**src/rtl/mvna_pkg.sv**
```systemverilog
`timescale 1ns / 1ps
// ----------------------------------------------------------------------------
// mvna_pkg
// Shared types and constants of the mesh vertex normal accumulator.
// ----------------------------------------------------------------------------
package mvna_pkg;

    localparam int VERTEX_COUNT = 1024;
    localparam int VADDR_W      = $clog2(VERTEX_COUNT);
    localparam int IDX_W        = 10;
    localparam int POS_W        = 16;
    localparam int NRM_W        = 16;
    localparam int SUM_W        = 20;
    localparam int VEC_W        = 36;
    localparam int UNIT_ONE     = 16384;

    typedef enum logic [1:0] {
        OP_WRITE = 2'd0,
        OP_FACE  = 2'd1,
        OP_READ  = 2'd2,
        OP_CLEAR = 2'd3
    } t_op;

    typedef enum logic [3:0] {
        S_CLEAR, S_IDLE, S_FA, S_FB, S_FC, S_MUL, S_UWAIT,
        S_RMW_RD, S_RMW_WR, S_OUT
    } t_state;

    typedef enum logic [2:0] {
        U_IDLE, U_NORM, U_SQ, U_SQRT, U_DIV, U_DONE
    } t_ustate;

    typedef struct packed {
        logic                    start;
        logic signed [VEC_W-1:0] x;
        logic signed [VEC_W-1:0] y;
        logic signed [VEC_W-1:0] z;
    } t_unit_req;

    typedef struct packed {
        logic                    done;
        logic signed [NRM_W-1:0] x;
        logic signed [NRM_W-1:0] y;
        logic signed [NRM_W-1:0] z;
    } t_unit_rsp;

endpackage

```
**src/rtl/mvna_unit.sv**
```systemverilog
`timescale 1ns / 1ps
// ----------------------------------------------------------------------------
// mvna_unit
// Shared unit-length engine: normalizing shifts, squared length, bit-serial
// square root and restoring division, one step per cycle.
// ----------------------------------------------------------------------------
module mvna_unit (
    input  logic                 i_clk,
    input  logic                 i_rst_n,
    input  mvna_pkg::t_unit_req  i_req,
    output mvna_pkg::t_unit_rsp  o_rsp
);
    import mvna_pkg::*;

    t_ustate r_state, n_state;
    logic [VEC_W-1:0]        r_mag [3];
    logic [2:0]              r_neg;
    logic [1:0]              r_cnt;
    logic [59:0]             r_prod;
    logic [63:0]             r_acc;
    logic [63:0]             r_s, r_r, r_bit;
    logic [47:0]             r_rem;
    logic [16:0]             r_q;
    logic [4:0]              r_k;
    logic signed [NRM_W-1:0] r_n [3];

    logic [VEC_W-1:0] m;
    logic [63:0]      sq_t;
    logic [31:0]      len;
    logic [47:0]      div_d;
    logic             div_ge;
    logic [16:0]      q_new;
    logic [16:0]      q_clip;
    logic [1:0]       nxt_c;

    always_comb begin
        m = r_mag[0];
        if (r_mag[1] > m) m = r_mag[1];
        if (r_mag[2] > m) m = r_mag[2];
        sq_t   = r_r + r_bit;
        len    = r_r[31:0];
        div_d  = {16'd0, len} << r_k;
        div_ge = r_rem >= div_d;
        q_new  = r_q | (div_ge ? (17'd1 << r_k) : 17'd0);
        q_clip = (q_new > 17'(UNIT_ONE)) ? 17'(UNIT_ONE) : q_new;
        nxt_c  = r_cnt + 2'd1;
    end

    always_comb begin
        n_state = r_state;
        unique case (r_state)
            U_IDLE: if (i_req.start) n_state = U_NORM;
            U_NORM: begin
                if (m == '0) n_state = U_DONE;
                else if (m >= VEC_W'(1 << 30)) n_state = U_NORM;
                else if (m < VEC_W'(1 << 29)) n_state = U_NORM;
                else n_state = U_SQ;
            end
            U_SQ:   if (r_cnt == 2'd3) n_state = U_SQRT;
            U_SQRT: if (r_bit == '0) n_state = U_DIV;
            U_DIV:  if (r_k == '0 && r_cnt == 2'd2) n_state = U_DONE;
            U_DONE: n_state = U_IDLE;
            default: n_state = U_IDLE;
        endcase
    end

    always_comb begin
        o_rsp.done = (r_state == U_DONE);
        o_rsp.x    = r_n[0];
        o_rsp.y    = r_n[1];
        o_rsp.z    = r_n[2];
    end

    always_ff @(posedge i_clk) begin
        if (!i_rst_n) begin
            r_state <= U_IDLE;
        end else begin
            r_state <= n_state;
        end
    end

    always_ff @(posedge i_clk) begin
        case (r_state)
            U_IDLE: begin
                r_neg    <= {i_req.z[VEC_W-1], i_req.y[VEC_W-1], i_req.x[VEC_W-1]};
                r_mag[0] <= i_req.x[VEC_W-1] ? VEC_W'(-i_req.x) : VEC_W'(i_req.x);
                r_mag[1] <= i_req.y[VEC_W-1] ? VEC_W'(-i_req.y) : VEC_W'(i_req.y);
                r_mag[2] <= i_req.z[VEC_W-1] ? VEC_W'(-i_req.z) : VEC_W'(i_req.z);
            end
            U_NORM: begin
                r_cnt <= 2'd0;
                r_acc <= '0;
                if (m == '0) begin
                    r_n[0] <= '0;
                    r_n[1] <= '0;
                    r_n[2] <= '0;
                end else if (m >= VEC_W'(1 << 30)) begin
                    for (int i = 0; i < 3; i++) r_mag[i] <= r_mag[i] >> 1;
                end else if (m < VEC_W'(1 << 29)) begin
                    for (int i = 0; i < 3; i++) r_mag[i] <= r_mag[i] << 1;
                end
            end
            U_SQ: begin
                if (r_cnt != 2'd3) r_prod <= r_mag[r_cnt][29:0] * r_mag[r_cnt][29:0];
                if (r_cnt != 2'd0) r_acc <= r_acc + 64'(r_prod);
                r_cnt <= nxt_c;
                if (r_cnt == 2'd3) begin
                    r_s   <= r_acc + 64'(r_prod);
                    r_r   <= '0;
                    r_bit <= 64'd1 << 62;
                end
            end
            U_SQRT: begin
                if (r_bit != '0) begin
                    if (r_s >= sq_t) begin
                        r_s <= r_s - sq_t;
                        r_r <= (r_r >> 1) + r_bit;
                    end else begin
                        r_r <= r_r >> 1;
                    end
                    r_bit <= r_bit >> 2;
                end else begin
                    r_cnt <= 2'd0;
                    r_k   <= 5'd16;
                    r_q   <= '0;
                    r_rem <= {4'd0, r_mag[0][29:0], 14'd0} + 48'(len >> 1);
                end
            end
            U_DIV: begin
                if (div_ge) r_rem <= r_rem - div_d;
                r_q <= q_new;
                if (r_k != '0) begin
                    r_k <= r_k - 5'd1;
                end else begin
                    r_n[r_cnt] <= r_neg[r_cnt] ? -NRM_W'(q_clip) : NRM_W'(q_clip);
                    if (r_cnt != 2'd2) begin
                        r_cnt <= nxt_c;
                        r_k   <= 5'd16;
                        r_q   <= '0;
                        r_rem <= {4'd0, r_mag[nxt_c][29:0], 14'd0} + 48'(len >> 1);
                    end
                end
            end
            default: ;
        endcase
    end

endmodule

```
**config.mk**
```make
export PLATFORM = sky130hd
export DESIGN_NAME = mvna_unit
export DESIGN_NICKNAME = d
export VERILOG_FILES = /design/src/rtl/mvna_pkg.sv /design/src/rtl/mvna_unit.sv
export SDC_FILE = /design/constraint.sdc
export NUM_CORES = 2
export LEC_CHECK = 0
export BUFFER_PORTS_ARGS = -buffer_cell sky130_fd_sc_hd__clkbuf_2
export CAP_MARGIN = 20
export CORE_ASPECT_RATIO = 1.5
export CORE_MARGIN = 5
export CORE_UTILIZATION = 47
export CTS_BUF_LIST = sky130_fd_sc_hd__clkbuf_8
export DETAILED_ROUTE_END_ITERATION = 7
export REMOVE_ABC_BUFFERS = 1
export SLEW_MARGIN = 20
export SYNTH_ARGS = -nofsm -noshare
export SYNTH_HDL_FRONTEND = slang
export SYNTH_SLANG_ARGS = --single-unit
```
**constraint.sdc**
```tcl
create_clock -name i_clk -period 16.5 [get_ports i_clk]
set_clock_uncertainty 0.2 [all_clocks]
set_input_delay 1.65 -clock i_clk [delete_from_list [all_inputs] [get_ports i_clk]]
set_output_delay 1.65 -clock i_clk [all_outputs]
set_load 0.1 [all_outputs]
```
==> impl_metrics.json <==
{
  "outcome": "finished clean",
  "row_count": 172,
  "antenna_found_initial": 15,
  "synth_warnings": 0,
  "synth_area_leader_cell": "edfxtp_1",
  "worstMarginPinSlew_ps": 1090,
  "ant_nets": 0,
  "dp_hpwl_um": 177000,
  "cts.hold.buffers_added": 0,
  "cts_max_path_buffers": 3,
  "yosysMostFrequentCell": "inv_1",
  "cts-resized-gates": 0,
  "ys.flop_type": "edfxtp_1",
  "synth_area_mm2": 0.0694,
  "clock-sinks": 519,
  "clk_latency_ps": 850,
  "clkSlewWorstSetupHoldPaths_ps": 70,
  "crit_path_start_kind": "register",
  "dieWidth_um": 324,
  "worstSetupPathType": "register to register",
  "grt_pass1_wl_um": 339000,
  "layout_min_cycle_time_ps": 11400,
  "postRouteWirelength_um": 222000,
  "maxSlewHeadroom_pct": 27.4,
  "synth_area_leaders": "edfxtp_1, fa_1, ha_1",
  "synth_edf_count": 514,
  "cpPeakStageDelay_ps": 910,
  "required_ps": 16860,
  "syn_inst": 7848,
  "vias": 57600,
  "setup_viol": 0,
  "grt_use_total_pct": 28.1,
  "final_nets": 9251,
  "rrSetupSlack_ps": 5100,
  "start_util_pct": 47.3,
  "tns_ps": 0,
  "yosysUniqueCellTypes": 87,
  "slew_viol_final": 0,
  "drt_iter0_drc": 3992,
  "end_kind": "register",
  "cts_buffers": 90,
  "overflow": 0,
  "synth_top_area_share_pct": 22.2,
  "min_period_over_period_pct": 69.1,
  "hold_class": "register to register",
  "fmax_mhz": 87.7,
  "firstDrtPassIters": 5,
  "tritoncts": "yes",
  "cp_max_fo": 30,
  "die_h_um": 481,
  "drc": 0,
  "final_layout_size_suffix_gt1_share_pct": 6.27,
  "core_area_mm2": 0.147,
  "cp.arrival_ps": 11760,
  "via_per_inst": 5.86,
  "cpMaxStageDelayCell": "clkinv_1",
  "synth.avg_cell_area_um2": 8.84,
  "grt_pass1_vias": 58600,
  "wire_per_inst_um": 22.6,
  "area_delta_synth_final_pct": 6.69,
  "grt_max_degree": 97,
  "hold_viol": 0,
  "cts-root-buf": "clkbuf_8",
  "cts_setup_buffers": 0,
  "boundaryPins": 160,
  "yosysSeqAreaShare_pct": 22.4,
  "timing.max_cap.violations": 0,
  "cpMostUsedCell": "fa_1",
  "rsz0062_at_grt": "false",
  "ys_top_cells_by_count": "inv_1, nand2_1, nor2_1",
  "gp_congestion": 0.961,
  "synth-seq-cells": 519,
  "io_buffers": 159,
  "fillers": 14000,
  "async_flop_share_pct": 0,
  "htreeDepth": 3,
  "dieArea_mm2": 0.156
}
flip-flops by register name, indices dropped and copies added (netlist names), named ones only:
| register | count |
|---|---|
| r_acc | 64 |
| r_neg | 3 |
| r_state | 3 |
| r_prod | 59 |
| r_r | 64 |
| r_mag | 108 |
| r_bit | 32 |
| r_k | 5 |
| r_cnt | 2 |
| r_s | 64 |
| r_n | 48 |
| r_rem | 48 |
| r_q | 17 |
worst max-delay path, delay by kind of cell, from the launching register on:
family,cells,cell delay [ps]
adders and majority gates,9,4170
AOI/OAI and AO/OA,11,3920
buffers and inverters,7,1700
and+or+nand+nor,2,440
DFF,1,310
muxes,1,240
xor gates and xnor gates,1,140
cells by family (layout without fill, tap and decap cells):
kind of cell | after synthesis | count (layout) | share of synthesized area, %
other | 0 | 12 | 0
XOR/XNOR | 494 | 494 | 6.24
AND/OR/NAND/NOR | 2260 | 2260 | 14.4
adder cells (fa/ha/maj) | 1303 | 1303 | 31.1
flip-flops | 519 | 519 | 22.4
AO/OA/AOI/OAI | 1792 | 1792 | 16.0
buffers and inverters | 1305 | 1367 | 7.06
multiplexers | 175 | 175 | 2.86
layer usage:
metal  vias up  GRT usage (%)  share of wire (%)
li1      26700              -                  -
met1     28400           34.6                 39
met2      1882           48.4                 49
met3       573           3.42                5.5
met4         6           14.8                6.0
met5         -              0              0.018
metrics by stage:
| stage | worst slack (ps) | cells | utilization, % | hold slack [ps] | cell area [um2] |
|---|---|---|---|---|---|
| after floorplan | 2980 | 7493 | - | 329 | 68100 |
| after global placement | 5560 | 9659 | 49.2 | 354 | 72100 |
| after detailed placement | 5250 | 9659 | 49.2 | 359 | 72100 |
| after CTS | 5250 | 9824 | 50.5 | 374 | 74000 |
| after global routing | 4520 | 9832 | 50.5 | 397 | 74000 |
| final | 5100 | 9836 | 50.5 | 366 | 74000 |
final cells by class:
| type | count | area [um2] | share of cell area [%] |
|---|---|---|---|
| diodes | 12 | 30.0 | 0.0406 |
| flip-flops and latches | 519 | 15500 | 21.0 |
| well taps | 1914 | 2390 | 3.23 |
| clock buffers | 90 | 1240 | 1.67 |
| clock inverters | 75 | 684 | 0.924 |
| repair buffers | 252 | 1490 | 2.02 |
| inverters | 950 | 3570 | 4.82 |
| multi-input cells | 6024 | 49100 | 66.3 |
placed cells by master, fill, tap and decap left out, types with 51 or more instances in the layout:
cell type | netlist | routed
clkbuf_8 | 0 | 90
o21bai_1 | 51 | 51
clkbuf_2 | 0 | 159
o21ai_0 | 468 | 458
and2_1 | 70 | 69
nor2b_1 | 64 | 64
nor3_1 | 87 | 86
nor2_1 | 790 | 787
inv_1 | 939 | 950
buf_4 | 0 | 93
mux2i_1 | 151 | 151
xnor2_1 | 211 | 211
fa_1 | 700 | 700
xor2_1 | 283 | 283
a21oi_1 | 496 | 494
nand4_1 | 85 | 85
edfxtp_1 | 514 | 514
o21a_1 | 58 | 58
ha_1 | 603 | 602
nor4_1 | 51 | 51
a31oi_1 | 90 | 90
nand3_1 | 95 | 95
a211oi_1 | 75 | 75
a21o_1 | 230 | 229
nand2_1 | 826 | 825
path summary, 6_finish.rpt:
path,cells after the start,start,end
max,31,register,r_prod[55]
min,2,r_rem[46],r_rem[46]
max reg2reg,31,register,r_prod[55]
min reg2reg,2,r_rem[46],r_rem[46]
Power is left out: the tool's default activity adds up to more than one toggle a clock period on the data nets, which glitch-free logic cannot reach.
